--- config.mk ---
export PLATFORM = sky130hd
export DESIGN_NAME = argument_count_scanner_flat
export DESIGN_NICKNAME = d
export VERILOG_FILES = /design/src/sv/acs_pkg.sv /design/src/sv/acs_if.sv /design/src/sv/argument_count_scanner.sv /design/src/sv/acs_scan.sv /design/src/flat_wrapper.sv
export VERILOG_INCLUDE_DIRS = /design/src /design/src/sv
export SDC_FILE = /design/constraint.sdc
export NUM_CORES = 1
export LEC_CHECK = 0
export ABC_AREA = 1
export BUFFER_PORTS_ARGS = -buffer_cell sky130_fd_sc_hd__clkbuf_2
export CAP_MARGIN = 0
export CORE_MARGIN = 3
export CORE_UTILIZATION = 60
export DETAILED_ROUTE_END_ITERATION = 7
export GPL_ROUTABILITY_DRIVEN = 0
export PLACE_DENSITY_LB_ADDON = 0.05
export SLEW_MARGIN = 20
export SYNTH_ARGS = -nofsm -noshare
export SYNTH_HDL_FRONTEND = slang
export SYNTH_SLANG_ARGS = --single-unit
--- constraint.sdc ---
create_clock -name clock -period 17.6 [get_ports clock]
set_clock_uncertainty 0.05 [all_clocks]
set_input_delay 0 -clock clock [delete_from_list [all_inputs] [get_ports clock]]
set_output_delay 0 -clock clock [all_outputs]
set_load 0.1 [all_outputs]
--- src/sv/argument_count_scanner_defines.svh ---
// Assertion macros for the argument count scanner.
// Each use expects signals named clock and reset in the enclosing module.
`ifndef ARGUMENT_COUNT_SCANNER_DEFINES_SVH
`define ARGUMENT_COUNT_SCANNER_DEFINES_SVH

`ifndef SYNTH

`define ACS_ASSERT(name, prop) \
   name: assert property (@(posedge clock) disable iff (reset) prop) \
      else $error("acs assertion failed");

`define ACS_ASSERT_NEVER(name, expr) \
   name: assert property (@(posedge clock) disable iff (reset) !(expr)) \
      else $error("acs assertion failed");

`else

`define ACS_ASSERT(name, prop)

`define ACS_ASSERT_NEVER(name, expr)

`endif

`endif

--- src/sv/acs_pkg.sv ---
package acs_pkg;

   localparam int MaxArgs = 63;
   localparam int CommaW  = $clog2(MaxArgs + 1);

   localparam logic [7:0] CharNul    = 8'h00;
   localparam logic [7:0] CharTab    = 8'h09;
   localparam logic [7:0] CharSpace  = 8'h20;
   localparam logic [7:0] CharDquote = 8'h22;
   localparam logic [7:0] CharSquote = 8'h27;
   localparam logic [7:0] CharOpen   = 8'h28;
   localparam logic [7:0] CharClose  = 8'h29;
   localparam logic [7:0] CharComma  = 8'h2C;
   localparam logic [7:0] CharColon  = 8'h3A;
   localparam logic [7:0] CharUpperA = 8'h41;
   localparam logic [7:0] CharUpperZ = 8'h5A;
   localparam logic [7:0] CharLowerO = 8'h6F;
   localparam logic [7:0] CharLowerT = 8'h74;
   localparam logic [7:0] CaseOffset = 8'h20;

   localparam logic [6:0] CountMax = 7'd127;

   typedef enum logic [1:0] {
      StopColon   = 2'd0,
      StopBracket = 2'd1,
      StopEnd     = 2'd2
   } stop_type;

   typedef struct packed {
      logic [7:0]        depth;
      logic              dquote;
      logic              squote;
      logic [CommaW-1:0] comma;
      logic              content;
   } scan_type;

   typedef struct packed {
      scan_type nxt;
      logic     stop;
      stop_type why;
      logic     skip;
   } judge_type;

   typedef struct packed {
      logic [7:0] char_code;
      logic       start_of_text;
      logic       start_neg;
      logic       end_of_text;
   } item_type;

   typedef struct packed {
      logic       valid;
      logic [6:0] arg_count;
      stop_type   why;
   } result_type;

   function automatic logic [7:0] to_lower(logic [7:0] c);
      return (c >= CharUpperA && c <= CharUpperZ) ? c + CaseOffset : c;
   endfunction

   function automatic logic [CommaW-1:0] add_comma(logic [CommaW-1:0] n);
      return (n < CommaW'(MaxArgs)) ? n + CommaW'(1) : n;
   endfunction

   function automatic logic [6:0] count_of(scan_type s);
      logic [8:0] n;
      n = 9'(s.comma) + 9'd1;
      if (s.comma != '0) begin
         return (n > 9'(CountMax)) ? CountMax : n[6:0];
      end
      return {6'd0, s.content};
   endfunction

   // judge one character c with the three characters after it in w0..w2
   function automatic judge_type judge(scan_type s, logic [7:0] c, logic look_ok,
                                       logic [7:0] w0, logic [7:0] w1,
                                       logic [7:0] w2);
      judge_type r;
      r.nxt  = s;
      r.stop = 1'b0;
      r.why  = StopEnd;
      r.skip = 1'b0;
      if (!s.dquote && !s.squote) begin
         if (s.depth == 8'd0 && c == CharClose) begin
            r.stop = 1'b1;
            r.why  = StopBracket;
         end else if (look_ok && c == CharSpace && to_lower(w0) == CharLowerT &&
                      to_lower(w1) == CharLowerO && w2 == CharSpace) begin
            r.skip = 1'b1;
            if (s.depth == 8'd0) begin
               r.nxt.comma = add_comma(s.comma);
            end
         end else begin
            case (c)
               CharOpen: begin
                  r.nxt.depth = s.depth + 8'd1;
               end
               CharClose: begin
                  r.nxt.depth = s.depth - 8'd1;
               end
               CharColon: begin
                  r.stop = 1'b1;
                  r.why  = StopColon;
               end
               CharComma: begin
                  if (s.depth == 8'd0) begin
                     r.nxt.comma = add_comma(s.comma);
                  end
               end
               CharSpace, CharTab: begin
               end
               default: begin
                  r.nxt.content = 1'b1;
               end
            endcase
         end
      end
      if (!r.stop && !r.skip) begin
         if (c == CharDquote && !s.squote) begin
            r.nxt.dquote = !s.dquote;
         end
         if (c == CharSquote && !s.dquote) begin
            r.nxt.squote = !s.squote;
         end
      end
      return r;
   endfunction

endpackage

--- src/sv/acs_if.sv ---
interface acs_req_if;
   logic              valid;
   logic              ready;
   logic [7:0]        char_code;
   logic              start_of_text;
   logic signed [0:0] start_depth;
   logic              end_of_text;

   modport source (output valid, char_code, start_of_text, start_depth, end_of_text,
                   input ready);
   modport sink (input valid, char_code, start_of_text, start_depth, end_of_text,
                 output ready);
endinterface

interface acs_rsp_if;
   logic       valid;
   logic       ready;
   logic [6:0] arg_count;
   logic [1:0] stop_reason;

   modport source (output valid, arg_count, stop_reason, input ready);
   modport sink (input valid, arg_count, stop_reason, output ready);
endinterface

--- src/sv/argument_count_scanner.sv ---
// channel | dir | fields                                          | handshake
// req     | in  | char_code, start_of_text, start_depth, end_of_text | valid/ready
// rsp     | out | arg_count, stop_reason                          | valid/ready
//
// One transaction per cycle sustained while rsp is not stalled; a character passes an input
// stage register and its result, if any, is registered into the rsp output register.
// The scan state update for one character, with up to three held characters
// drained at end of text, is combinational from the input stage register.
// A stalled rsp holds the stage; req stays ready while the stage can move.
// After reset the scanner ignores characters until a start_of_text.
`include "argument_count_scanner_defines.svh"

module argument_count_scanner import acs_pkg::*; (
   input logic       clock,
   input logic       reset,
   acs_req_if.sink   req,
   acs_rsp_if.source rsp
);

   logic       stage_valid_ff, stage_valid_in;
   item_type   stage_item_ff;
   logic       rsp_valid_ff, rsp_valid_in;
   logic [6:0] arg_count_ff;
   stop_type   stop_reason_ff;
   logic       advance;
   result_type result;

   assign advance   = stage_valid_ff && (!rsp_valid_ff || rsp.ready);
   assign req.ready = !stage_valid_ff || advance;

   assign stage_valid_in = (req.valid && req.ready) || (stage_valid_ff && !advance);
   assign rsp_valid_in   = advance ? result.valid : (rsp_valid_ff && !rsp.ready);

   acs_scan u_scan (
      .clock   (clock),
      .reset   (reset),
      .advance (advance),
      .item    (stage_item_ff),
      .result  (result)
   );

   always_ff @(posedge clock) begin
      if (reset) begin
         stage_valid_ff <= 1'b0;
         rsp_valid_ff   <= 1'b0;
      end else begin
         stage_valid_ff <= stage_valid_in;
         rsp_valid_ff   <= rsp_valid_in;
      end
   end

   always_ff @(posedge clock) begin
      if (req.valid && req.ready) begin
         stage_item_ff.char_code     <= req.char_code;
         stage_item_ff.start_of_text <= req.start_of_text;
         stage_item_ff.start_neg     <= req.start_depth[0];
         stage_item_ff.end_of_text   <= req.end_of_text;
      end
      if (advance && result.valid) begin
         arg_count_ff   <= result.arg_count;
         stop_reason_ff <= result.why;
      end
   end

   assign rsp.valid       = rsp_valid_ff;
   assign rsp.arg_count   = arg_count_ff;
   assign rsp.stop_reason = stop_reason_ff;

   `ACS_ASSERT(a_stall_blocks, rsp_valid_ff && !rsp.ready && stage_valid_ff |-> !req.ready)
   `ACS_ASSERT(a_accept_fills, req.valid && req.ready |=> stage_valid_ff)
   `ACS_ASSERT(a_rsp_from_stage, $rose(rsp_valid_ff) |-> $past(advance))

endmodule

--- src/sv/acs_scan.sv ---
`include "argument_count_scanner_defines.svh"

module acs_scan import acs_pkg::*; (
   input  logic       clock,
   input  logic       reset,
   input  logic       advance,
   input  item_type   item,
   output result_type result
);

   scan_type   scan_ff, scan_in;
   logic       finished_ff, finished_in;
   logic [1:0] fill_ff, fill_in;
   logic [7:0] look_ff [3];
   logic [7:0] look_in [3];

   always_comb begin
      scan_type   s;
      logic       fin;
      logic [1:0] fill;
      logic [7:0] la [3];
      judge_type  j;
      logic       ended;
      logic       stop;
      stop_type   why;

      s     = scan_ff;
      fin   = finished_ff;
      fill  = fill_ff;
      la    = look_ff;
      j     = '0;
      stop  = 1'b0;
      why   = StopEnd;
      ended = 1'b0;
      result = '0;

      if (item.start_of_text) begin
         s       = '0;
         s.depth = item.start_neg ? 8'hFF : 8'h00;
         fin     = 1'b0;
         fill    = 2'd0;
      end

      if (!fin) begin
         ended = item.end_of_text || item.char_code == CharNul;
         if (item.char_code != CharNul) begin
            if (fill != 2'd3) begin
               la[fill] = item.char_code;
               fill     = fill + 2'd1;
            end else begin
               j = judge(s, la[0], 1'b1, la[1], la[2], item.char_code);
               if (j.stop) begin
                  stop = 1'b1;
                  why  = j.why;
               end else if (j.skip) begin
                  s    = j.nxt;
                  fill = 2'd0;
               end else begin
                  s     = j.nxt;
                  la[0] = la[1];
                  la[1] = la[2];
                  la[2] = item.char_code;
               end
            end
         end

         // drain the held characters in order
         for (int k = 0; k < 3; k++) begin
            if (ended && !stop && 2'(k) < fill) begin
               j = judge(s, la[k], 1'b0, CharNul, CharNul, CharNul);
               if (j.stop) begin
                  stop = 1'b1;
                  why  = j.why;
               end else begin
                  s = j.nxt;
               end
            end
         end

         if (stop || ended) begin
            result.valid     = 1'b1;
            result.arg_count = count_of(s);
            result.why       = why;
            fin              = 1'b1;
            fill             = 2'd0;
         end
      end

      scan_in     = s;
      finished_in = fin;
      fill_in     = fill;
      look_in     = la;
   end

   always_ff @(posedge clock) begin
      if (reset) begin
         scan_ff     <= '0;
         finished_ff <= 1'b1;
         fill_ff     <= 2'd0;
      end else if (advance) begin
         scan_ff     <= scan_in;
         finished_ff <= finished_in;
         fill_ff     <= fill_in;
      end
   end

   always_ff @(posedge clock) begin
      if (advance) begin
         look_ff <= look_in;
      end
   end

   `ACS_ASSERT(a_idle_silent, advance && finished_ff && !item.start_of_text |-> !result.valid)
   `ACS_ASSERT_NEVER(a_comma_cap, scan_ff.comma > CommaW'(MaxArgs))
   `ACS_ASSERT(a_done_clears, advance && result.valid |=> finished_ff && fill_ff == 2'd0)

endmodule

--- src/flat_wrapper.sv ---
// flat-port wrapper written by rule: the top's interface ports become plain ports
module argument_count_scanner_flat import acs_pkg::*;
  (clock, reset, req_valid, req_char_code, req_start_of_text, req_start_depth, req_end_of_text, req_ready, rsp_valid, rsp_arg_count, rsp_stop_reason, rsp_ready);
  acs_req_if req_i ();
  acs_rsp_if rsp_i ();
  input logic clock;
  input logic reset;
  input wire logic [$bits(req_i.valid)-1:0] req_valid;
  input wire logic [$bits(req_i.char_code)-1:0] req_char_code;
  input wire logic [$bits(req_i.start_of_text)-1:0] req_start_of_text;
  input wire logic [$bits(req_i.start_depth)-1:0] req_start_depth;
  input wire logic [$bits(req_i.end_of_text)-1:0] req_end_of_text;
  output wire logic [$bits(req_i.ready)-1:0] req_ready;
  output wire logic [$bits(rsp_i.valid)-1:0] rsp_valid;
  output wire logic [$bits(rsp_i.arg_count)-1:0] rsp_arg_count;
  output wire logic [$bits(rsp_i.stop_reason)-1:0] rsp_stop_reason;
  input wire logic [$bits(rsp_i.ready)-1:0] rsp_ready;
  assign req_i.valid = req_valid;
  assign req_i.char_code = req_char_code;
  assign req_i.start_of_text = req_start_of_text;
  assign req_i.start_depth = req_start_depth;
  assign req_i.end_of_text = req_end_of_text;
  assign req_ready = req_i.ready;
  assign rsp_valid = rsp_i.valid;
  assign rsp_arg_count = rsp_i.arg_count;
  assign rsp_stop_reason = rsp_i.stop_reason;
  assign rsp_i.ready = rsp_ready;
  argument_count_scanner u_core (.clock(clock), .reset(reset), .req(req_i), .rsp(rsp_i));
endmodule
## Word-level counts from Yosys, hierarchy flattened

Index checks and enable logic that the tools add are counted.

- Equal/unequal tests: 36
- Magnitude comparators: 14
- Reduce and logical (&&, ||, !) cells: 70
- Mux-type cells: 135
- Bitwise logic cells: 4
- Add/subtract/negate cells: 16

Operators with widths:

| cell | number |
|---|---|
| 17-bit two-way mux | 15 |
| 8-bit by 6-bit == test with 1-bit output (second input constant) | 29 |
| 24-bit two-way mux | 5 |
| 10-bit two-way mux | 11 |
| 8-bit two-way mux | 13 |
| 6-bit two-way mux | 13 |
| 8-bit one-hot mux with 2 select lines | 4 |
| 7-bit two-way mux | 7 |
| 11-bit two-way mux | 4 |
| 8-bit zero test | 5 |
| 2-bit two-way mux | 18 |
| 1-bit logical AND | 34 |
| 1-bit two-way mux | 34 |
| 8-bit by 1-bit adder with 8-bit output (second input constant) | 4 |
| 8-bit by 4-bit == test with 1-bit output (second input constant) | 4 |
| 8-bit by 1-bit subtractor with 8-bit output (second input constant) | 4 |
| 6-bit by 1-bit adder with 6-bit output (second input constant) | 4 |
| 24-bit bitwise mux | 1 |
| 6-bit less-than comparator (second input constant) | 4 |
| 3-bit two-way mux | 8 |
| 6-bit OR reduction | 4 |
| 1-bit zero test | 17 |
| 8-bit by 6-bit adder with 8-bit output (second input constant) | 2 |
| 8-bit demux with 2-bit select | 1 |
| 20 further kinds | 30 |

- Input port bits: 15
- Output and inout bits: 11
- Register bits after elaboration: 66

## Longest topological paths before layout

Gate-level depths: netlist of run 1.

- Depth after elaboration: 61
- Depth in mapped cells: 59
- Mapped depth without buffers: 57

## By module

Synthesis of run 1 repeated with hierarchy kept, for this count alone.

- Cell total of the unflattened synthesis: 1200
- Area, all modules: 7835.0 um^2

Modules (own cells, without submodules):

| module | area each (um^2) | seq. area each (um^2) | cells each | instances |
|---|---|---|---|---|
| acs_scan | 7111.8 | 1121.1 | 1162 | 1 |
| argument_count_scanner | 723.2 | 640.6 | 38 | 1 |

## Worst setup path after synthesis of run 1

No wires, ideal clock.

- Path kind: register to register
- Start: register u_core.stage_item_ff[2] (netlist name)
- End: register u_core.arg_count_ff[3] (netlist: u_core.rsp.arg_count[3]) (data pin)
- Setup slack: 11.660 ns
- Data required time: 17.293 ns
- Library setup time: 0.257 ns
- Stages on the path, launching flop included: 47
- Data arrival time: 5.633 ns
- Buffers on the path: 5
- Cells stage by stage: edfxtp_1 > buf_6 > inv_8 > buf_12 > nand2_1 > inv_1 > ha_1 > clkbuf_8 > inv_1 > clkbuf_1 > clkbuf_1 > o21ai_0 > a21oi_1 > nor2_1 > a22oi_1 > inv_1 > nor2_1 > nand2_1 > (+11 left out) > nand3_1 > nand2_1 > nand2_2 > inv_2 > nand2_2 > nor2_4 > nand3_1 > nor2_1 > nand2_1 > o21ai_0 > nand2_1 > inv_1 > ha_1 > nand2_2 > nor2_2 > nand2_2 > nand2_4 > a21oi_2

- Word-level cells in the longest chain between the ends: 54

RTL lines:

| element | line | text |
|---|---|---|
| from (decl) | argument_count_scanner.sv:21 | `item_type stage_item_ff;` |
| parallel branches: the longest is 54 deep, another holds 6-bit by 1-bit adder with 6-bit output | - |  |
| to (signal assigned) | argument_count_scanner.sv:60 | `arg_count_ff <= result.arg_count;` |
| to (decl) | argument_count_scanner.sv:23 | `logic [6:0] arg_count_ff;` |

Several ways; the timed one is not identified. The select of a mux whose other input is x is not followed.
A chain may end at the register's enable or synchronous reset.

## Worst setup path after layout of run 1

- Start: register u_core.stage_item_ff[2] (netlist name)
- End: register u_core.arg_count_ff[6] (netlist: u_core.rsp.arg_count[6]) (data pin)

Same word-level chain as after synthesis.

==> results of run 1 <==
[state kept, by name (all words and copies together) (netlist names)]
name	count
u_core.rsp.arg_count	7
u_core.u_scan.scan_ff	17
u_core.stage_item_ff	11
u_core.u_scan.fill_ff	2
u_core.u_scan.look_ff	24
u_core.u_scan.finished_ff	1
u_core.stage_valid_ff	1
u_core.rsp.valid	1
u_core.rsp.stop_reason	2
[area by class of cell]
class | instances | area [µm²]
inverters | 183 | 697
well taps | 168 | 210
repair buffers | 45 | 328
multi-input cells | 913 | 5160
clock inverters | 7 | 76.3
flip-flops and latches | 66 | 1760
fillers | 1151 | 3860
clock buffers | 9 | 225
[worst paths after layout]
kind / start / end / depth (start not counted)
hold / removal: req_char_code[6] / u_core.stage_item_ff[9] / 2
setup / recovery: u_core.stage_item_ff[2] / u_core.rsp.arg_count[6] / 52
setup reg to reg: u_core.stage_item_ff[2] / u_core.rsp.arg_count[6] / 52
hold reg to reg: u_core.u_scan.scan_ff[11] / u_core.u_scan.scan_ff[11] / 2
[report_power, final]
part | total [µW] | switching [µW] | leakage [µW] | internal (µW)
clock network | 186 | 75.6 | 0.000142 | 111
logic | 115 | 80.3 | 0.00327 | 34.7
registers | 180 | 6.54 | 0.000588 | 173
[kinds of logic after synthesis]
family | after synthesis
AOI/OAI and AO/OA | 233
DFF | 66
xor gates and xnor gates | 28
and+or+nand+nor | 617
adders and majority gates | 34
muxes | 1
buffers and inverters | 208
[metal layers]
metal | share of wire | wire [µm]
met5 | 0 | 0
met4 | 0.027 | 585
met3 | 0.070 | 1540
met2 | 0.47 | 10200
met1 | 0.44 | 9570
[worst max-delay path: cells and delay by family, from the launching register on]
family                   cells  cell delay (ns)
flip-flops                   1             0.56
AO/OA/AOI/OAI                7             0.98
AND/OR/NAND/NOR             31             3.12
buffers and inverters       10             1.53
adder cells (fa/ha/maj)      4             1.30
[metrics by stage]
stage	cells	utilization
floorplan	1187	-
global placement	1358	0.647
detailed placement	1358	0.647
CTS	1390	0.685
global route	1391	0.687
finish	1391	0.687
[cells in the mapped netlist, types with 4 or more instances]
library cell,count,area share
buf_6,4,0.0058
a21oi_1,84,0.054
inv_1,165,0.080
inv_2,14,0.0068
xnor2_1,14,0.016
edfxtp_1,44,0.17
a211oi_1,4,0.0039
ha_1,31,0.050
o21bai_1,6,0.0058
nand4_1,38,0.031
o21ai_1,12,0.0077
nand2_4,8,0.012
nand2_2,39,0.031
o211ai_1,12,0.012
nor2_1,117,0.057
nor4_1,8,0.0064
nand2_1,242,0.12
nand3_2,10,0.013
xor2_1,13,0.015
a22oi_1,14,0.014
nor3_1,21,0.014
o21ai_2,6,0.0068
dfxtp_1,22,0.057
nand3_1,90,0.058
o21ai_0,74,0.048
clkbuf_1,12,0.0058
nor2_4,10,0.015
o31ai_1,4,0.0039
nor2_2,19,0.015
[repair_timing]
item / in CTS / in global routing
setup endpoints to repair: 0 / 0
hold buffers: 16 / 0
endpoints found under the hold margin: 16 / 0
setup buffers: 0 / 0
==> flow_summary_export.csv, run 1 <==
group,metric,value,unit
power_and_ir_drop,leakage,0.00400,µW
routing,vias,8041,
place,dpl_cell_area,7970,µm²
flow_run,drv_cap,0,
routing,drt_first_iter_violations,815,
timing,fin_crit_sh,0.446,
worst_setup_path,cp.required,17.65,ns
clocking,clkTransAtPathRegs,0.07,ns
timing,hold_viol,0,
worst_setup_path,r2r_setup_slack,9.74,ns
synthesis,synth_top_family_by_area,"simple AND/OR/NAND/NOR gates",
place,pre_cts_ws,9.91,ns
hold_path,hold_path_class,"in -> reg",
power_and_ir_drop,powerDensity,56.9,nW/µm²
power_and_ir_drop,total_power,481,µW
floorplan,ioPinCount,26,
clocking,cts_resized,0,
synthesis,muxShareOfSynthArea,0.00145,
cells_and_area,mostFrequentLayoutCells,"242 x nand2_1, 165 x inv_1, 116 x nor2_1, 90 x nand3_1, 84 x a21oi_1",
clocking,cts_sinks,66,
global_routing,use_met2,0.504,
timing,fmax,127,MHz
clocking,cts_root_buffer,"clkbuf_16",
worst_setup_path,critPathMaxFanout,22,
synthesis,synth-edff-count,44,
cells_and_area,drive_gt1_frac,0.143,
global_routing,antenna_found_initial,0,
synthesis,synth-xor-area-share,0.0326,
synthesis,synth_compound_area_frac,0.175,
timing,rsz0062_at_grt,"no",
routing,wl_per_cell,15.7,µm
floorplan,coreArea,12300,µm²
clocking,cts_buffers,9,
synthesis,ys_ff_latch,66,
floorplan,rows,40,
timing,setup_slack,9.74,ns
global_routing,grt_pass1_vias,7275,
routing,via_per_inst,5.78,
place,portBuffers,25,
floorplan,design.die.area,14300,µm²
cells_and_area,layout_commonest_cell,"nand2_1",
worst_setup_path,crit_arrival,7.90,ns
floorplan,fp.dieH,120,µm
global_routing,met1_usage,0.409,
timing,tightestPinTransition,0.758,ns
global_routing,grt-busiest-layer,"met2",
synthesis,yosysWarnings,0,
worst_setup_path,critPathCaptureType,"register",
floorplan,initial_core_util,0.630,
worst_setup_path,criticalPathCategory,"reg -> reg",
synthesis,synth_cell_type_count,61,
worst_setup_path,cpMostUsedCell,"nand2_1",
clocking,clk_latency,0.34,ns
synthesis,synth_fa_ha_area_frac,0.0577,
synthesis,yosysSeqAreaShare,0.227,
worst_setup_path,crit_path_top_delay_cell,"ha_1",
synthesis,synth-simple-area-share,0.395,
timing,slew_headroom,0.493,
routing,wirelength,21900,µm
place,hpwl,16900,µm
worst_setup_path,slowest_delay,0.61,ns
synthesis,ys_dominant_reg_cell,"edfxtp_1",
global_routing,grt.overflow.total,0,
timing,min_period,7.86,ns
clocking,cts_tree,"yes",
cells_and_area,antenna_cells,0,
timing,final-max-slew-violation-count,0,
outcome,status,"finished, final reports clean",
timing,fin_tns_setup,0,ns
global_routing,grt_pass1_wl,35800,µm
synthesis,synth_area_per_cell,6.54,µm²
cells_and_area,nNetsFinal,1267,
routing,antenna_left,0,
global_routing,grtUsageTotal,0.305,
cells_and_area,syn_to_final_growth,8.96,%
routing,remaining_drc_errors,0,
cells_and_area,fin_area,8460,µm²
routing,dr.pass1.iters,8,
power_and_ir_drop,vdd.ir_drop.worst,0.0426,mV
synthesis,synth_area,7760,µm²
clocking,htreeDepth,3,
synthesis,synth_async_sr_flop_share,0,
floorplan,die_x,120,µm
synthesis,synth.net_count,1236,
timing,whs,0.328,ns
global_routing,grt_max_degree,46,
clocking,cts.path.max_buffers,2,
worst_setup_path,startpoint_type,"register",
global_routing,use_met3,0.0429,
timing,setup_viol,0,
synthesis,synth_cells,1187,
Power figures use the tool's default switching activity.
==> run 2, diff against run 1 <==
--- a/config.mk
+++ b/config.mk
@@ -10,7 +10,7 @@
 export BUFFER_PORTS_ARGS = -buffer_cell sky130_fd_sc_hd__clkbuf_2
 export CAP_MARGIN = 0
 export CORE_MARGIN = 3
-export CORE_UTILIZATION = 60
+export CORE_UTILIZATION = 58
 export DETAILED_ROUTE_END_ITERATION = 7
 export GPL_ROUTABILITY_DRIVEN = 0
 export PLACE_DENSITY_LB_ADDON = 0.05
==> constraint.sdc (replaced) <==
create_clock -name clock -period 7 [get_ports clock]
set_clock_uncertainty 0.05 [all_clocks]
set_input_delay 0 -clock clock [delete_from_list [all_inputs] [get_ports clock]]
set_output_delay 0 -clock clock [all_outputs]
set_load 0.1 [all_outputs]
==> run 2 against run 1 <==
- clock-buffer cell count unchanged
- die area is 3.3% higher
- cell count increased by 2.7%
- critical path type unchanged
- critical endpoint is now u_core.rsp.arg_count[5]
- largest power group unchanged
==> flow_summary_export.csv, run 2 (same netlist as run 1, synthesis figures left out) <==
group,metric,value,unit
outcome,status,"finished, final reports clean",
place,portBuffers,25,
clocking,clkTransAtPathRegs,0.06,ns
worst_setup_path,cpMostUsedCell,"nand2_1",
power_and_ir_drop,vdd.ir_drop.worst,0.127,mV
clocking,clk_latency,0.35,ns
timing,tightestPinTransition,0.742,ns
worst_setup_path,cp.required,7.06,ns
timing,whs,0.309,ns
routing,remaining_drc_errors,0,
clocking,cts.path.max_buffers,2,
power_and_ir_drop,cell_internal_pwr,884,µW
timing,slew_headroom,0.504,
routing,vias,8184,
routing,drt_first_iter_violations,891,
worst_setup_path,criticalPathCategory,"reg -> reg",
worst_setup_path,startpoint_type,"register",
timing,hold_viol,0,
worst_setup_path,r2r_setup_slack,0.57,ns
power_and_ir_drop,pwr-share-clk,0.420,
worst_setup_path,crit_path_top_delay_cell,"edfxtp_1",
floorplan,coreArea,12800,µm²
cells_and_area,reg.largest.list,"u_core.u_scan.look_ff x24, u_core.u_scan.scan_ff x17, u_core.stage_item_ff x11",
floorplan,fp.dieH,122,µm
clocking,cts_root_buffer,"clkbuf_16",
flow_run,drv_cap,0,
cells_and_area,antenna_cells,0,
global_routing,antenna_found_initial,0,
power_and_ir_drop,combinationalPowerShare,0.233,
power_and_ir_drop,leakage,0.00420,µW
cells_and_area,max_flop_register,"u_core.u_scan.look_ff",
timing,setup_viol,0,
worst_setup_path,critPathCaptureType,"register",
global_routing,grt.overflow.total,0,
worst_setup_path,crit_arrival,6.49,ns
floorplan,die_x,122,µm
routing,wirelength,22600,µm
hold_path,min_path_cells,2,
global_routing,grt_max_degree,42,
clocking,htreeDepth,3,
clocking,cts_buffers,9,
power_and_ir_drop,powerDensity,147,nW/µm²
timing,fin_crit_sh,0.919,
hold_path,hold_path_class,"in -> reg",
floorplan,ioPinCount,26,
place,hpwl,17200,µm
global_routing,grt_pass1_vias,7333,
worst_setup_path,slowest_delay,0.56,ns
cells_and_area,final_util,0.693,
clocking,cts_tree,"yes",
routing,wl_per_cell,15.8,µm
timing,final-max-slew-violation-count,0,
floorplan,design.die.area,14800,µm²
timing,min_period,6.43,ns
cells_and_area,fin_area,8880,µm²
hold_path,hold_start,"req_char_code[6]",
timing,fmax,155,MHz
cells_and_area,nNetsFinal,1300,
cells_and_area,drive_gt1_frac,0.182,
power_and_ir_drop,switching_share,0.322,
cells_and_area,layout_commonest_cell,"nand2_1",
floorplan,initial_core_util,0.605,
worst_setup_path,rr_worst_depth,43,
worst_setup_path,timing.rr.end,"u_core.rsp.arg_count[5]",
global_routing,grtUsageTotal,0.307,
routing,dr.pass1.iters,6,
cells_and_area,largest_register_ff_count,24,
cells_and_area,mostFrequentLayoutCells,"239 x nand2_1, 163 x inv_1, 113 x nor2_1, 88 x nand3_1, 82 x a21oi_1",
clocking,cts_sinks,66,
routing,via_per_inst,5.73,
cells_and_area,syn_to_final_growth,14.5,%
worst_setup_path,r2r-start,"u_core.stage_item_ff[2]",
hold_path,min_delay_worst_endpoint,"u_core.stage_item_ff[9]",
worst_setup_path,critPathMaxFanout,13,
power_and_ir_drop,seqPwrFrac,0.348,
floorplan,rows,41,
global_routing,grt_pass1_wl,36400,µm
routing,antenna_left,0,
place,dpl_cell_area,8040,µm²
power_and_ir_drop,power.switching,420,µW
[run 2: changes by cell type in the layout (fill, tap and decap cells not counted), sizes merged]
| cell | previous run | this run |
|---|---|---|
| buf | 4 | 37 |
| bufinv | 1 | 3 |
| clkinv | 4 | 3 |
| clkinvlp | 2 | 0 |
| inv | 183 | 184 |
[run 2: through the flow]
stage                     setup WS [ns]  std cells  total power, µW  TNS, ns
after floorplan                    1.06       1187              672        0
final                             0.567       1428             1300        0
after CTS                         0.203       1404             1280        0
after detailed placement          0.258       1372              738        0
after global routing            -0.0375       1428             1360   -0.196
after global placement            0.400       1372              735        0
[run 2: worst max path at each step]
stage,slack [ns],depth (start not counted),to,from
6_report,0.57,43,u_core.rsp.arg_count[5],u_core.stage_item_ff[2]
4_1_cts,0.20,43,u_core.rsp.arg_count[5],u_core.stage_item_ff[2]
2_1_floorplan,1.06,46,u_core.rsp.arg_count[3],u_core.stage_item_ff[2]
3_5_place_dp,0.26,43,u_core.rsp.arg_count[5],u_core.stage_item_ff[2]
5_1_grt,-0.04,54,u_core.rsp.arg_count[5],u_core.stage_item_ff[2]
3_3_place_gp,0.40,43,u_core.rsp.arg_count[2],u_core.stage_item_ff[2]
[run 2: worst max-delay path, delay by kind of cell, from the launching register on]
kind / cells / cell delay (ns)
xor gates and xnor gates: 2 / 0.41
and+or+nand+nor: 27 / 3.24
adders and majority gates: 5 / 1.04
AOI/OAI and AO/OA: 1 / 0.05
buffers and inverters: 8 / 0.84
DFF: 1 / 0.56
[run 2: layout make-up]
type | count | area (µm²)
clock buffers | 9 | 225
repair buffers | 78 | 563
clock inverters | 7 | 125
flip-flops and latches | 66 | 1760
well taps | 172 | 215
inverters | 183 | 699
multi-input cells | 913 | 5290
fillers | 1143 | 3940
[run 2: what timing repair did]
item                                    CTS  global route
hold endpoints to repair                 16             0
resized for setup                         0            37
endpoints found under the setup margin    0            13
setup buffers                             0            24
hold buffers                             16             0
[run 2: metal layers]
layer  vias to the layer above  part of all wire  global-route usage
met4                         0             0.035               0.120
met2                       326              0.45               0.499
li1                       4113                 -                   -
met1                      3682              0.44               0.417
met5                         -                 0                   0
met3                        63             0.071              0.0399
[run 2: power groups by stage]
stage | clock, µW | sequential, µW | combinational (µW)
floorplan | 0 | 466 | 207
global placement | 0 | 460 | 274
detailed placement | 0 | 460 | 278
CTS | 545 | 452 | 287
global route | 563 | 454 | 338
finish | 547 | 453 | 304
